File: src/rtl/core/sba_pkg.sv
// Shared buffer admission package: field widths, register indexes, reset values,
// and the command/status/config structs shared by the controller, datapath and top.
// No dependencies.
`timescale 1ns / 1ps
`default_nettype none

package sba_pkg;

  // Fixed payload and register widths
  localparam int PORT_W     = 3;
  localparam int SIZE_W     = 14;
  localparam int FE_W       = 3;
  localparam int LIMIT_W    = 24;
  localparam int ALPHA_W    = 16;
  localparam int HEAD_W     = 9;
  localparam int CFG_IDX_W  = 3;
  localparam int CFG_DATA_W = 24;
  localparam int PROD_W     = ALPHA_W + LIMIT_W;   // alpha * free shared bytes
  localparam int LIM_W      = PROD_W + HEAD_W;     // alpha * free * headroom

  // Operation codes
  localparam logic OP_ENQ = 1'b0;
  localparam logic OP_DEQ = 1'b1;

  // Feature enable bit positions
  localparam int FE_SHARED   = 0;
  localparam int FE_POOL_ECN = 1;
  localparam int FE_BUF_ECN  = 2;

  // Register indexes
  localparam logic [CFG_IDX_W-1:0] REG_FEATURE     = 3'd0;
  localparam logic [CFG_IDX_W-1:0] REG_SHARED_LIM  = 3'd1;
  localparam logic [CFG_IDX_W-1:0] REG_RESERVE_LIM = 3'd2;
  localparam logic [CFG_IDX_W-1:0] REG_ALPHA       = 3'd3;
  localparam logic [CFG_IDX_W-1:0] REG_STATIC_LIM  = 3'd4;
  localparam logic [CFG_IDX_W-1:0] REG_PORT_MARK   = 3'd5;
  localparam logic [CFG_IDX_W-1:0] REG_POOL_MARK   = 3'd6;
  localparam logic [CFG_IDX_W-1:0] REG_HEADROOM    = 3'd7;

  // Register reset values
  localparam logic [FE_W-1:0]    RST_FEATURE     = 3'd0;
  localparam logic [LIMIT_W-1:0] RST_SHARED_LIM  = 24'd0;
  localparam logic [LIMIT_W-1:0] RST_RESERVE_LIM = 24'd262144;
  localparam logic [ALPHA_W-1:0] RST_ALPHA       = 16'd256;
  localparam logic [LIMIT_W-1:0] RST_STATIC_LIM  = 24'd16777215;
  localparam logic [LIMIT_W-1:0] RST_PORT_MARK   = 24'd540000;
  localparam logic [LIMIT_W-1:0] RST_POOL_MARK   = 24'd0;
  localparam logic [HEAD_W-1:0]  RST_HEADROOM    = 9'd230;

  typedef struct packed {
    logic [FE_W-1:0]    feature_enables;
    logic [LIMIT_W-1:0] shared_limit_bytes;
    logic [LIMIT_W-1:0] reserve_limit_bytes;
    logic [ALPHA_W-1:0] alpha_q8;
    logic [LIMIT_W-1:0] static_limit_bytes;
    logic [LIMIT_W-1:0] port_mark_thresh_bytes;
    logic [LIMIT_W-1:0] pool_mark_thresh_bytes;
    logic [HEAD_W-1:0]  headroom_q8;
  } sba_cfg_t;

  // Controller to datapath
  typedef struct packed {
    logic load;      // capture the input beat
    logic rd_port;   // read the port's counters
    logic mul_free;  // alpha * free shared bytes
    logic dec;       // decide and write back
    logic mul_lim;   // scale by headroom
    logic scan_rd;   // read next port occupancy
    logic scan_cmp;  // compare occupancy read last cycle
    logic fin;       // issue the dequeue result
  } sba_cmd_t;

  // Datapath to controller
  typedef struct packed {
    logic is_deq;
    logic scan_en;
    logic scan_last;
  } sba_stat_t;

endpackage

`default_nettype wire

File: src/rtl/core/sba_ctrl.sv
// Shared buffer admission controller: sequences read, decide, threshold
// multiply and the port occupancy scan. Depends on sba_pkg.
`timescale 1ns / 1ps
`default_nettype none

module sba_ctrl
  import sba_pkg::*;
(
  input  wire logic      clk,
  input  wire logic      rst_n,
  input  wire logic      start,
  input  wire sba_stat_t stat,
  output logic           busy,
  output sba_cmd_t       cmd
);

  localparam logic [2:0] S_IDLE = 3'd0;
  localparam logic [2:0] S_RD   = 3'd1;
  localparam logic [2:0] S_DEC  = 3'd2;
  localparam logic [2:0] S_MUL1 = 3'd3;
  localparam logic [2:0] S_MUL2 = 3'd4;
  localparam logic [2:0] S_SCAN = 3'd5;
  localparam logic [2:0] S_FIN  = 3'd6;

  logic [2:0] state_r, state_nxt;
  logic       scan_cmp_r;

  always_comb begin
    state_nxt = state_r;
    case (state_r)
      S_IDLE: if (start) state_nxt = S_RD;
      S_RD:   state_nxt = S_DEC;
      S_DEC: begin
        if (!stat.is_deq) state_nxt = S_IDLE;
        else if (stat.scan_en) state_nxt = S_MUL1;
        else state_nxt = S_FIN;
      end
      S_MUL1: state_nxt = S_MUL2;
      S_MUL2: state_nxt = S_SCAN;
      S_SCAN: if (stat.scan_last) state_nxt = S_FIN;
      S_FIN:  state_nxt = S_IDLE;
      default: state_nxt = S_IDLE;
    endcase
  end

  always_ff @(posedge clk) begin
    if (!rst_n) begin
      state_r    <= S_IDLE;
      scan_cmp_r <= 1'b0;
    end else begin
      state_r    <= state_nxt;
      scan_cmp_r <= (state_r == S_SCAN);
    end
  end

  assign busy         = (state_r != S_IDLE);
  assign cmd.load     = (state_r == S_IDLE) && start;
  assign cmd.rd_port  = (state_r == S_RD);
  assign cmd.mul_free = (state_r == S_RD) || (state_r == S_MUL1);
  assign cmd.dec      = (state_r == S_DEC);
  assign cmd.mul_lim  = (state_r == S_MUL2);
  assign cmd.scan_rd  = (state_r == S_SCAN);
  assign cmd.scan_cmp = scan_cmp_r;
  assign cmd.fin      = (state_r == S_FIN);

endmodule

`default_nettype wire

File: src/rtl/core/sba_dp.sv
// Shared buffer admission datapath: per-port occupancy and reserve memories,
// shared pool counter, threshold multipliers, result registers. Depends on sba_pkg.
`timescale 1ns / 1ps
`default_nettype none

module sba_dp
  import sba_pkg::*;
#(
  parameter int NUM_PORTS        = 8,
  parameter int BYTE_COUNT_WIDTH = 24
) (
  input  wire logic              clk,
  input  wire logic              rst_n,
  input  wire sba_cmd_t          cmd,
  input  wire sba_cfg_t          cfg,
  input  wire logic              in_operation,
  input  wire logic [PORT_W-1:0] in_port,
  input  wire logic [SIZE_W-1:0] in_pkt_size,
  input  wire logic              in_ect,
  input  wire logic              in_from_reserve,
  output sba_stat_t              stat,
  output logic                   out_strobe,
  output logic                   out_admitted,
  output logic                   out_reserve_pool,
  output logic                   out_drop_before_mark,
  output logic                   out_ce_mark
);

  localparam int BCW  = BYTE_COUNT_WIDTH;
  localparam int CW   = BCW + 1;
  localparam int PIW  = $clog2(NUM_PORTS);
  localparam int CMPW = (CW > LIMIT_W) ? CW : LIMIT_W;
  localparam int FW   = (BCW > LIMIT_W) ? BCW : LIMIT_W;
  localparam int DW   = (CW + 8 > PROD_W) ? CW + 8 : PROD_W;
  localparam int SW   = (BCW + 16 > LIM_W) ? BCW + 16 : LIM_W;

  function automatic logic [BCW-1:0] sat_up(input logic [CW-1:0] s);
    return s[CW-1] ? {BCW{1'b1}} : s[BCW-1:0];
  endfunction

  function automatic logic [BCW-1:0] sat_dn(input logic [BCW-1:0] a,
                                            input logic [BCW-1:0] b);
    return (a > b) ? a - b : '0;
  endfunction

  // Captured input beat
  logic              op_r;
  logic [PORT_W-1:0] port_r;
  logic [SIZE_W-1:0] size_r;
  logic              ect_r;
  logic              from_res_r;

  // Storage
  logic [BCW-1:0]       pq_mem  [NUM_PORTS];
  logic [BCW-1:0]       res_mem [NUM_PORTS];
  logic [NUM_PORTS-1:0] pq_vld_r, res_vld_r;
  logic [BCW-1:0]       pq_rd_r, res_rd_r;
  logic                 pq_rv_r, res_rv_r;
  logic [BCW-1:0]       shared_used_r;

  logic [PROD_W-1:0]    prod_r;
  logic [LIM_W-1:0]     lim_r;
  logic [PIW-1:0]       scan_idx_r;
  logic                 any_r;
  logic                 port_mark_r;
  logic                 out_strobe_r, out_admitted_r, out_reserve_r, out_dbm_r, out_ce_r;

  logic             in_range, is_deq, shared;
  logic [PIW-1:0]   port_idx, rd_idx;
  logic [BCW-1:0]   pq_val, res_val, size_b;
  logic [CW-1:0]    len, res_sum;
  logic             res_ok, dyn_ok, stat_ok, admit, dbm;
  logic [BCW-1:0]   pq_wdata, res_wdata;
  logic             pq_we, res_we;
  logic [FW-1:0]    used_x, slim_x, free_x;
  logic [LIMIT_W-1:0] free24;
  logic             cmp_hit, pool_mark;

  assign in_range = (32'(port_r) < 32'(NUM_PORTS));
  assign is_deq   = (op_r == OP_DEQ);
  assign shared   = cfg.feature_enables[FE_SHARED];
  assign port_idx = in_range ? PIW'(port_r) : '0;
  assign rd_idx   = cmd.scan_rd ? scan_idx_r : port_idx;

  assign pq_val  = pq_rv_r  ? pq_rd_r  : '0;
  assign res_val = res_rv_r ? res_rd_r : '0;
  assign size_b  = BCW'(size_r);

  // Enqueue decision
  assign len     = {1'b0, pq_val}  + CW'(size_r);
  assign res_sum = {1'b0, res_val} + CW'(size_r);
  assign res_ok  = shared && (CMPW'(res_sum) <= CMPW'(cfg.reserve_limit_bytes));
  assign dyn_ok  = shared && !res_ok && (DW'({len, 8'd0}) <= DW'(prod_r));
  assign stat_ok = !shared && (CMPW'(len) <= CMPW'(cfg.static_limit_bytes));
  assign admit   = in_range && (res_ok || dyn_ok || stat_ok);
  assign dbm     = in_range && !admit &&
                   (CMPW'(len) < CMPW'(cfg.port_mark_thresh_bytes));

  // Write-back values
  assign pq_wdata  = is_deq ? sat_dn(pq_val, size_b)  : sat_up(len);
  assign res_wdata = is_deq ? sat_dn(res_val, size_b) : sat_up(res_sum);
  assign pq_we     = cmd.dec && in_range && (is_deq || admit);
  assign res_we    = cmd.dec && in_range && shared && (is_deq ? from_res_r : res_ok);

  // Free shared bytes, never above the shared limit
  assign used_x = FW'(shared_used_r);
  assign slim_x = FW'(cfg.shared_limit_bytes);
  assign free_x = (slim_x > used_x) ? slim_x - used_x : '0;
  assign free24 = free_x[LIMIT_W-1:0];

  assign cmp_hit   = (SW'({pq_val, 16'd0}) > SW'(lim_r));
  assign pool_mark = ect_r && shared && cfg.feature_enables[FE_POOL_ECN] &&
                     (FW'(shared_used_r) > FW'(cfg.pool_mark_thresh_bytes));

  assign stat.is_deq    = is_deq;
  assign stat.scan_en   = is_deq && in_range && ect_r && shared &&
                          cfg.feature_enables[FE_BUF_ECN];
  assign stat.scan_last = (scan_idx_r == PIW'(NUM_PORTS - 1));

  always_ff @(posedge clk) begin
    if (cmd.load) begin
      op_r       <= in_operation;
      port_r     <= in_port;
      size_r     <= in_pkt_size;
      ect_r      <= in_ect;
      from_res_r <= in_from_reserve;
    end
  end

  // Memories: one write and one registered read each
  always_ff @(posedge clk) begin
    if (pq_we) pq_mem[port_idx] <= pq_wdata;
    if (res_we) res_mem[port_idx] <= res_wdata;
    if (cmd.rd_port || cmd.scan_rd) begin
      pq_rd_r <= pq_mem[rd_idx];
      pq_rv_r <= pq_vld_r[rd_idx];
    end
    if (cmd.rd_port) begin
      res_rd_r <= res_mem[port_idx];
      res_rv_r <= res_vld_r[port_idx];
    end
  end

  always_ff @(posedge clk) begin
    if (!rst_n) begin
      pq_vld_r      <= '0;
      res_vld_r     <= '0;
      shared_used_r <= '0;
      out_strobe_r  <= 1'b0;
    end else begin
      if (pq_we) pq_vld_r[port_idx] <= 1'b1;
      if (res_we) res_vld_r[port_idx] <= 1'b1;
      if (cmd.dec && in_range) begin
        if (!is_deq && dyn_ok)
          shared_used_r <= sat_up({1'b0, shared_used_r} + CW'(size_r));
        else if (is_deq && shared && !from_res_r)
          shared_used_r <= sat_dn(shared_used_r, size_b);
      end
      out_strobe_r <= (cmd.dec && !is_deq) || cmd.fin;
    end
  end

  always_ff @(posedge clk) begin
    if (cmd.mul_free) prod_r <= PROD_W'(cfg.alpha_q8) * PROD_W'(free24);
    if (cmd.mul_lim) lim_r <= LIM_W'(prod_r) * LIM_W'(cfg.headroom_q8);

    if (cmd.dec) begin
      scan_idx_r  <= '0;
      any_r       <= 1'b0;
      port_mark_r <= ect_r && in_range &&
                     ((CMPW'(pq_val) > CMPW'(cfg.port_mark_thresh_bytes)) ||
                      (CMPW'(size_r) > CMPW'(cfg.port_mark_thresh_bytes)));
    end else begin
      if (cmd.scan_rd) scan_idx_r <= scan_idx_r + PIW'(1);
      if (cmd.scan_cmp) any_r <= any_r || cmp_hit;
    end

    if (cmd.dec && !is_deq) begin
      out_admitted_r <= admit;
      out_reserve_r  <= in_range && res_ok;
      out_dbm_r      <= dbm;
      out_ce_r       <= 1'b0;
    end else if (cmd.fin) begin
      out_admitted_r <= 1'b1;
      out_reserve_r  <= 1'b0;
      out_dbm_r      <= 1'b0;
      out_ce_r       <= in_range &&
                        (port_mark_r || pool_mark || any_r || (cmd.scan_cmp && cmp_hit));
    end
  end

  assign out_strobe           = out_strobe_r;
  assign out_admitted         = out_admitted_r;
  assign out_reserve_pool     = out_reserve_r;
  assign out_drop_before_mark = out_dbm_r;
  assign out_ce_mark          = out_ce_r;

endmodule

`default_nettype wire

File: src/rtl/core/shared_buffer_admission_ecn.sv
// Shared buffer admission control with ECN marking: top level holding the
// configuration registers, controller and datapath. Depends on sba_pkg, sba_ctrl, sba_dp.
`timescale 1ns / 1ps
`default_nettype none

// Admission and ECN marking for one switch buffer. Pulse start while busy is low to
// hand over one enqueue or dequeue beat; the answer appears for exactly one cycle
// with out_strobe high and cannot be held off, so capture it on that cycle. An
// enqueue runs a read step and then a decide step, and its result strobe is
// registered from the decide step. A dequeue runs read, decide and a finish
// step; when buffer-aware marking is active for an ECN-capable packet in shared
// mode it also scans every port's occupancy, one port per cycle, through the
// single read port of the occupancy memory, after the alpha and headroom
// threshold multiplies. Configuration writes must only be issued while busy is
// low and no strobe is pending.
module shared_buffer_admission_ecn
  import sba_pkg::*;
#(
  parameter int NUM_PORTS        = 8,
  parameter int BYTE_COUNT_WIDTH = 24
) (
  input  wire logic                  clk,
  input  wire logic                  rst_n,
  // command channel
  input  wire logic                  start,
  output logic                       busy,
  input  wire logic                  in_operation,
  input  wire logic [PORT_W-1:0]     in_port,
  input  wire logic [SIZE_W-1:0]     in_pkt_size,
  input  wire logic                  in_ect,
  input  wire logic                  in_from_reserve,
  // result channel
  output logic                       out_strobe,
  output logic                       out_admitted,
  output logic                       out_reserve_pool,
  output logic                       out_drop_before_mark,
  output logic                       out_ce_mark,
  // configuration write port
  input  wire logic                  cfg_we,
  input  wire logic [CFG_IDX_W-1:0]  cfg_index,
  input  wire logic [CFG_DATA_W-1:0] cfg_wdata
);

  sba_cfg_t  cfg_r;
  sba_cmd_t  cmd;
  sba_stat_t stat;

  // Configuration registers: take the low bits of the write data for narrow fields.
  always_ff @(posedge clk) begin
    if (!rst_n) begin
      cfg_r.feature_enables        <= RST_FEATURE;
      cfg_r.shared_limit_bytes     <= RST_SHARED_LIM;
      cfg_r.reserve_limit_bytes    <= RST_RESERVE_LIM;
      cfg_r.alpha_q8               <= RST_ALPHA;
      cfg_r.static_limit_bytes     <= RST_STATIC_LIM;
      cfg_r.port_mark_thresh_bytes <= RST_PORT_MARK;
      cfg_r.pool_mark_thresh_bytes <= RST_POOL_MARK;
      cfg_r.headroom_q8            <= RST_HEADROOM;
    end else if (cfg_we) begin
      case (cfg_index)
        REG_FEATURE:     cfg_r.feature_enables        <= cfg_wdata[FE_W-1:0];
        REG_SHARED_LIM:  cfg_r.shared_limit_bytes     <= cfg_wdata[LIMIT_W-1:0];
        REG_RESERVE_LIM: cfg_r.reserve_limit_bytes    <= cfg_wdata[LIMIT_W-1:0];
        REG_ALPHA:       cfg_r.alpha_q8               <= cfg_wdata[ALPHA_W-1:0];
        REG_STATIC_LIM:  cfg_r.static_limit_bytes     <= cfg_wdata[LIMIT_W-1:0];
        REG_PORT_MARK:   cfg_r.port_mark_thresh_bytes <= cfg_wdata[LIMIT_W-1:0];
        REG_POOL_MARK:   cfg_r.pool_mark_thresh_bytes <= cfg_wdata[LIMIT_W-1:0];
        REG_HEADROOM:    cfg_r.headroom_q8            <= cfg_wdata[HEAD_W-1:0];
        default: ;
      endcase
    end
  end

  // Sequencer: drives the datapath one step per cycle.
  sba_ctrl u_ctrl (
    .clk   (clk),
    .rst_n (rst_n),
    .start (start),
    .stat  (stat),
    .busy  (busy),
    .cmd   (cmd)
  );

  // Counters, thresholds and result registers.
  sba_dp #(
    .NUM_PORTS        (NUM_PORTS),
    .BYTE_COUNT_WIDTH (BYTE_COUNT_WIDTH)
  ) u_dp (
    .clk                  (clk),
    .rst_n                (rst_n),
    .cmd                  (cmd),
    .cfg                  (cfg_r),
    .in_operation         (in_operation),
    .in_port              (in_port),
    .in_pkt_size          (in_pkt_size),
    .in_ect               (in_ect),
    .in_from_reserve      (in_from_reserve),
    .stat                 (stat),
    .out_strobe           (out_strobe),
    .out_admitted         (out_admitted),
    .out_reserve_pool     (out_reserve_pool),
    .out_drop_before_mark (out_drop_before_mark),
    .out_ce_mark          (out_ce_mark)
  );

  // An accepted beat always makes the block busy on the next cycle.
  a_accept_busy: assert property (@(posedge clk) disable iff (!rst_n)
    (start && !busy) |=> busy)
    else $error("accepted beat did not start work");

  // Going idle always coincides with a result strobe.
  a_idle_strobe: assert property (@(posedge clk) disable iff (!rst_n)
    $fell(busy) |-> out_strobe)
    else $error("block went idle without a result");

  // A strobe lasts one cycle.
  a_strobe_single: assert property (@(posedge clk) disable iff (!rst_n)
    out_strobe |=> !out_strobe)
    else $error("result strobe held longer than one cycle");

  // Reserve admission and CE marks only come with an admitted beat.
  a_flags_admit: assert property (@(posedge clk) disable iff (!rst_n)
    (out_strobe && (out_reserve_pool || out_ce_mark)) |-> out_admitted)
    else $error("reserve or CE flag on a dropped packet");

  // Drop-before-mark only on a dropped packet.
  a_dbm_drop: assert property (@(posedge clk) disable iff (!rst_n)
    (out_strobe && out_drop_before_mark) |-> !out_admitted)
    else $error("drop-before-mark on an admitted packet");

endmodule

`default_nettype wire
File: config.mk
export PLATFORM = sky130hd
export DESIGN_NAME = shared_buffer_admission_ecn
export DESIGN_NICKNAME = d
export VERILOG_FILES = /design/src/rtl/core/sba_pkg.sv /design/src/rtl/core/sba_ctrl.sv /design/src/rtl/core/sba_dp.sv /design/src/rtl/core/shared_buffer_admission_ecn.sv
export SDC_FILE = /design/constraint.sdc
export NUM_CORES = 2
export LEC_CHECK = 0
export ABC_AREA = 1
export BUFFER_PORTS_ARGS = -buffer_cell sky130_fd_sc_hd__buf_4
export CORE_ASPECT_RATIO = 0.9
export CORE_MARGIN = 2
export CORE_UTILIZATION = 50
export CTS_BUF_LIST = sky130_fd_sc_hd__clkbuf_2
export DETAILED_ROUTE_END_ITERATION = 16
export PLACE_DENSITY = 0.65
export SLEW_MARGIN = 20
export SYNTH_ARGS = -nofsm -noshare
export SYNTH_HDL_FRONTEND = slang
export SYNTH_SLANG_ARGS = --single-unit
File: constraint.sdc
create_clock -name clk -period 11.4 [get_ports clk]
set_input_delay 2.85 -clock clk [delete_from_list [all_inputs] [get_ports clk]]
set_output_delay 2.85 -clock clk [all_outputs]
set_load 0.02 [all_outputs]
Word-level counts from Yosys, hierarchy flattened
Memory sizes are Yosys's and may differ from the RTL's. A register that Yosys moved wholly into a read port is not among the register bits.
Index checks and enable logic that the tools add are counted.
{"block": "totals", "regBits": 313, "ram_bits": 384, "in_bits": 51, "out_inout_bits": 6, "word_cells": 163, "memories": 2}
{"memory": "u_dp.pq_mem", "words": 8, "width": 24, "rd": 1, "rd_ports_with_merged_regs": 1, "wr": 1, "line_no": "sba_dp.sv:54", "source": "logic [BCW-1:0] pq_mem [NUM_PORTS];"}
{"memory": "u_dp.res_mem", "words": 8, "width": 24, "rd": 1, "rd_ports_with_merged_regs": 1, "wr": 1, "line_no": "sba_dp.sv:55", "source": "logic [BCW-1:0] res_mem [NUM_PORTS];"}
{"block": "op_classes", "add_sub_neg": 8, "mul": 2, "n_lt_le_gt_ge": 15, "eq_ne": 16, "mux": 35, "bitwise_logic": 2, "reduce_logical": 53}
{"operator": "$mux 24", "count": 13}
{"operator": "$add 24x14->25", "count": 3}
{"operator": "$gt 24x14->1", "count": 3}
{"operator": "$gt 24x24->1", "count": 3}
{"operator": "$sub 24x14->24", "count": 3}
{"operator": "$le 25x24->1", "count": 2}
{"operator": "$gt 40x49->1", "count": 1}
{"operator": "$mul 40x9->49", "count": 1}
{"operator": "$le 33x40->1", "count": 1}
{"operator": "$mul 16x24->40", "count": 1}
{"operator": "$lt 25x24->1", "count": 1}
{"operator": "$eq 3x3->1 const B", "count": 8}
{"operator": "$gt 14x24->1", "count": 1}
{"operator": "$sub 24x24->24", "count": 1}
{"operator": "$logic_and 1x1->1", "count": 22}
{"operator": "$reduce_and 2->1", "count": 10}
{"operator": "$pmux 3 s6", "count": 1}
{"operator": "$or 8x8->8", "count": 2}
{"operator": "$mux 3", "count": 5}
{"operator": "$mux 1", "count": 13}
{"operator": "$eq 3x2->1 const B", "count": 4}
{"operator": "$logic_or 1x1->1", "count": 11}
{"operator": "$lt 3x4->1 const B", "count": 2}
{"operator": "$bmux 1 s3", "count": 2}
{"operator": "9 further kinds", "count": 17}

Depth between registers and ports, before layout
{"block": "depth", "word_depth": 13, "depth_mapped": 42, "depth_no_buf": 40}

By module
From an unflattened synthesis, not the netlist that was laid out.
{"block": "hier_totals", "hier_cells": 7408, "hier_area_um2": 63417.1}
{"module": "sba_dp", "n_inst": 1, "cells_per_inst": 6561, "area_per_inst_um2": 57498.9, "seq_area_each_um2": 17346.6}
{"module": "shared_buffer_admission_ecn", "n_inst": 1, "cells_per_inst": 804, "area_per_inst_um2": 5651.7, "seq_area_each_um2": 2962.8}
{"module": "sba_ctrl", "n_inst": 1, "cells_per_inst": 43, "area_per_inst_um2": 266.5, "seq_area_each_um2": 80.1}

Worst setup path before layout
OpenSTA, ideal clock, no wires.
{"block": "synth_timing", "path_type": "register to register", "startpoint": "register u_dp.shared_used_r[1]", "endpoint": "register u_dp.prod_r[33] (data pin)", "setup_time_ns": 0.260, "t_arrival_ns": 6.957, "t_required_ns": 11.140, "setup_slack_ns": 4.183, "path_stages_with_launch": 37, "n_path_buf": 1, "period_less_slack_ns": 7.217, "path_cell_list": "dfxtp_1 inv_1 fa_1 nand3_1 nand3_1 nand2_1 nand2_1 a21oi_2 o21ai_4 nand3_1 nand2_1 nand2_1 nand2_1 nand2_1 nand2_1 nor2_1 buf_2 nand2_1 fa_1 fa_1 fa_1 inv_1 fa_1 fa_1 inv_1 fa_1 inv_1 ha_1 nand2_1 nor4_1 nand2_1 o211ai_1 nand2_1 o211ai_1 nand2_1 nand2_1 xor2_1"}
{"block": "synth_between", "elab_chain_len": 3, "word_cells_on_any_way": 4, "cone_classes": "add/sub: 1; mul: 1; order compare: 1; mux: 1"}
{"item": "start: declaration", "line_no": "sba_dp.sv:59", "source": "logic [BCW-1:0] shared_used_r;"}
{"item": "start signal: assignment", "line_no": "sba_dp.sv:155", "source": "shared_used_r <= sat_up({1'b0, shared_used_r} + CW'(size_r));"}
{"item": "start signal: assignment", "line_no": "sba_dp.sv:157", "source": "shared_used_r <= sat_dn(shared_used_r, size_b);"}
{"item": "$sub 24x24->24 or $gt 24x24->1 (tied branches)", "line_no": "sba_dp.sv:108", "source": "assign free_x = (slim_x > used_x) ? slim_x - used_x : '0;"}
{"item": "$mux 24 (*)", "line_no": "sba_dp.sv:108"}
{"item": "$mul 16x24->40 (*)", "line_no": "sba_dp.sv:164", "source": "if (cmd.mul_free) prod_r <= PROD_W'(cfg.alpha_q8) * PROD_W'(free24);"}
{"item": "end signal: assignment", "line_no": "sba_dp.sv:164"}
{"item": "end: declaration", "line_no": "sba_dp.sv:61", "source": "logic [PROD_W-1:0] prod_r;"}
Mark *: on every way between the ends. The rest lies on a longest branch, timed or not.
A chain may end at the register's enable or synchronous reset.

Final worst setup path
{"block": "layout_timing", "startpoint": "register u_dp.shared_used_r[16]", "endpoint": "register u_dp.prod_r[37] (data pin)"}
Same word-level chain as after synthesis.

==> summary.txt <==
Final layout
  – Reg area: just over 20000 µm²
  – Multi-input logic area: roughly 37000 µm²
  – Nets: about 8600
  – Ratio of cells with drive above 1 in the final layout: 0.0658
  – Area growth from synthesis to layout: 5.76%
  – Most frequent cells in the layout: nand2_1 (1421), inv_1 (1356), nor2_1 (763)
  – Most common cell after layout, fill and taps aside: nand2_1
  – Fillers: around 12000
  – Design Area, Final: between 60000 and 70000 µm²

Drt
  – ANT nets after route: 0
  – Vias: ~52000
  – DRT iter0 DRCs: 5284
  – Detailed-route DRC error count: 0
  – Vias per cell: 5.57
  – Drt pass-1 iters: 9
  – DR WL/cell: between 20 and 25 µm
  – Final WL: 197000 µm

Power
  – Clock power frac: 0.116
  – Register share of total power: 0.245
  – Power Total: between 15 and 20 mW
  – Sw frac: 0.517
  – Sw Pwr: 8.04 mW
  – PwrDens: between 200 and 250 nW/µm²
  – Static Leak: 31.7 nW
  – Int Power: approximately 7.5 mW
  – Comb pwr share: 0.639
  – Peak supply drop: between 400 and 500 µV

Die
  – Die area: 130000 µm²
  – Site Rows: about 120
  – Core area: roughly 130000 µm²
  – Starting density of the core: 0.505
  – Chip width: between 300 and 400 µm
  – I/O Pins: 57
  – Die H: 342 µm

Min path
  – HP Start: u_dp.pq_vld_r[3]$_SDFFE_PN0P_
  – WHS Path Cells: 2
  – Hold Path Sink: u_dp.pq_vld_r[3]$_SDFFE_PN0P_
  – Hold WC Path Type: reg -> reg

CTS
  – CTS resizes: 0
  – Root Driver: clkbuf_2
  – Clock sinks: between 700 and 800
  – Post-CTS Setup Inserts: 0
  – CTS Buffer Depth: 3
  – TritonCTS Buffers: 183
  – CTS tree: built
  – CTS Hold Bufs: 0
  – Clk_lat worst skew: about 1.7 ns
  – Worst-path clk slew: about 0.12 ns
  – H-tree depth: 4

Synth
  – Syn nets: around 8500
  – Async set-reset flop share out of synthesis: 0
  – Synth cell types: 66
  – Seq/Total Area, Yosys: 0.322
  – Largest family of logic cells by synthesized area: adder cells
  – Top_reg_cell synth: edfxtp_1
  – Synth Instances: between 7000 and 8000
  – Yosys reg bits: 745
  – EDFF count, synth: approximately 550
  – Synth area leaders: edfxtp_1 (26%), fa_1 (18%), ha_1 (9.3%), nand2_1 (8.4%), inv_1 (8.0%)
  – Yosys warnings: 0
  – Post-synthesis mux area share: 0
  – Post-Synth Simple-Gate Area: 0.170
  – Post-Synth XOR/XNOR Area: 0.0260
  – Syn Area/Cell: around 8.5 µm²
  – Area leader, netlist: edfxtp_1
  – Cell Area, Synth: about 63000 µm²
  – Synth Area in Adders: 0.277
  – Post-synth top area share: 0.259
  – Post-synthesis compound-gate area fraction: 0.105

Timing
  – Fin. Hold Viols: 0
  – Minimum clock period: 8.84 ns
  – Final setup TNS: 0 ns
  – Slew Viols, Final: 0
  – Worst-Margin Slew: approximately 1.1 ns
  – Final setup fails: 0
  – RSZ-0062 raised after global routing: false
  – Hold_ws: 0.454 ns
  – Clock Skews: 0.155 ns
  – Fmax: 0.113 GHz
  – Fin crit share: 0.776
  – Slew headroom: 0.248

Flow run
  – Max-cap check violation count: 0

Global route
  – Pin count of the biggest net entering global routing: ~100
  – Gr ovfl total: 0
  – Vias in the first global route: roughly 51000
  – Antenna violations before repair: 6
  – GRT Util Overall: 0.306
  – Global-route wire length before repair: 302000 µm

Placement
  – Port Buffers: between 50 and 60
  – Dpl hpwl: 146000 µm
  – Cell Area, Placed: approximately 65000 µm²
  – Final GP Congestion: roughly 1.0

Setup path
  – FF-to-FF path depth: 32
  – Setup crit end kind: flip-flop
  – Worst R2R End: u_dp.prod_r[37]$_DFFE_PP_
  – Slowest CP cell: fa_1
  – R2r setup slk: around 2.6 ns
  – CP Max Fanout: 16
  – Slowest stage delay, CP: about 0.57 ns
  – Cell mode on critical path: nand2_1
  – Critical Path Start Type: flip-flop
  – Worst Setup Path Type: reg -> reg
  – Required time worst endpoint: ~13 ns
  – Worst Path Arrival: between 10 and 15 ns
  – CP bufs+invs: 6
  – Top Family by Delay on Critical Path: adder cells
  – RR Startpoint: u_dp.shared_used_r[16]$_SDFFE_PN0P_

Run status
  – Outcome: complete, no violations
final cells by class:
| cell class | instances | share of cell area |
|---|---|---|
| timing repair buffer | 134 | 0.0150 |
| clock buffer | 262 | 0.0196 |
| tap | 1687 | 0.0315 |
| inverter | 1383 | 0.0774 |
| multi-input combinational | 5024 | 0.547 |
| clock inverter | 52 | 0.00496 |
| sequential | 745 | 0.304 |
| antenna | 5 | 0.000187 |
metal layers:
metal	track usage	wire (µm)	up-vias
met5	0	16	-
met4	0.113	6580	2
met3	0.0716	19700	403
met2	0.461	84900	2302
met1	0.431	85500	25100
li1	-	-	24000
worst register-to-register path: cells and delay by family, from the launching register on:
family | cells | cell delay [ns]
AOI/OAI and AO/OA | 3 | 0.55
xor gates and xnor gates | 1 | 0.07
and+or+nand+nor | 14 | 2.28
DFF | 1 | 0.46
buffers and inverters | 6 | 1.30
adders and majority gates | 8 | 3.91
per-stage QoR:
| step | std cells | setup slack (ns) | utilization |
|---|---|---|---|
| after floorplan | 7438 | 4.18 | - |
| after global placement | 8973 | 2.93 | 0.521 |
| after detailed placement | 8973 | 2.78 | 0.521 |
| after CTS | 9287 | 2.73 | 0.534 |
| after global routing | 9289 | 2.07 | 0.534 |
| final | 9292 | 2.56 | 0.535 |
registers in the layout, summed over array words and instances, names as in the netlist, 3 cells and up:
register,cells
cfg_r,148
u_ctrl.state_r,3
u_dp.lim_r,49
u_dp.port_idx,3
u_dp.pq_mem,192
u_dp.pq_rd_r,24
u_dp.pq_vld_r,8
u_dp.prod_r,40
u_dp.res_mem,192
u_dp.res_rd_r,24
u_dp.res_vld_r,8
u_dp.scan_idx_r,3
u_dp.shared_used_r,24
u_dp.size_r,14
power by group through the flow:
stage	Combinational (mW)	Sequential [mW]	Clock, mW
final	9.95	3.81	1.81
after global routing	11.0	3.83	1.98
after CTS	9.87	3.81	1.86
after detailed placement	9.81	3.87	0
after global placement	9.71	3.86	0
after floorplan	6.79	3.70	0
Yosys cell counts, types with 11 or more instances:
cell type / count
a22oi_1: 34
dfxtp_1: 198
buf_1: 12
fa_1: 580
o21ai_1: 31
nor3_1: 63
nor4_1: 25
o21a_1: 17
nand4_1: 74
buf_2: 51
a221oi_1: 20
clkinv_1: 12
inv_1: 1356
nand3_1: 211
o21bai_1: 17
a31oi_1: 31
nor2_1: 768
xnor2_1: 40
o211ai_1: 57
clkbuf_1: 207
o21ai_0: 403
a21boi_0: 15
o32ai_1: 46
a21o_1: 20
edfxtp_1: 547
nand2_1: 1421
inv_2: 15
xor2_1: 148
nand2_2: 11
a22o_1: 19
a21oi_1: 410
ha_1: 473
logic make-up after synthesis:
group                    Yosys count
flip-flops                       745
XOR/XNOR                         188
AND/OR/NAND/NOR                 2628
AO/OA/AOI/OAI                   1155
buffers and inverters           1669
adder cells (fa/ha/maj)         1053
worst max-delay path by stage:
| stage | cells past startpoint | endpoint | startpoint |
|---|---|---|---|
| 2_1_floorplan | 36 | u_dp.prod_r[33]$_DFFE_PP_ | u_dp.shared_used_r[1]$_SDFFE_PN0P_ |
| 3_3_place_gp | 31 | u_dp.prod_r[26]$_DFFE_PP_ | u_dp.shared_used_r[16]$_SDFFE_PN0P_ |
| 3_5_place_dp | 32 | u_dp.prod_r[33]$_DFFE_PP_ | u_dp.shared_used_r[16]$_SDFFE_PN0P_ |
| 4_1_cts | 31 | u_dp.prod_r[26]$_DFFE_PP_ | u_dp.shared_used_r[16]$_SDFFE_PN0P_ |
| 5_1_grt | 32 | u_dp.prod_r[37]$_DFFE_PP_ | u_dp.shared_used_r[16]$_SDFFE_PN0P_ |
| 6_report | 32 | u_dp.prod_r[37]$_DFFE_PP_ | u_dp.shared_used_r[16]$_SDFFE_PN0P_ |
Power figures use the tool's default switching activity.
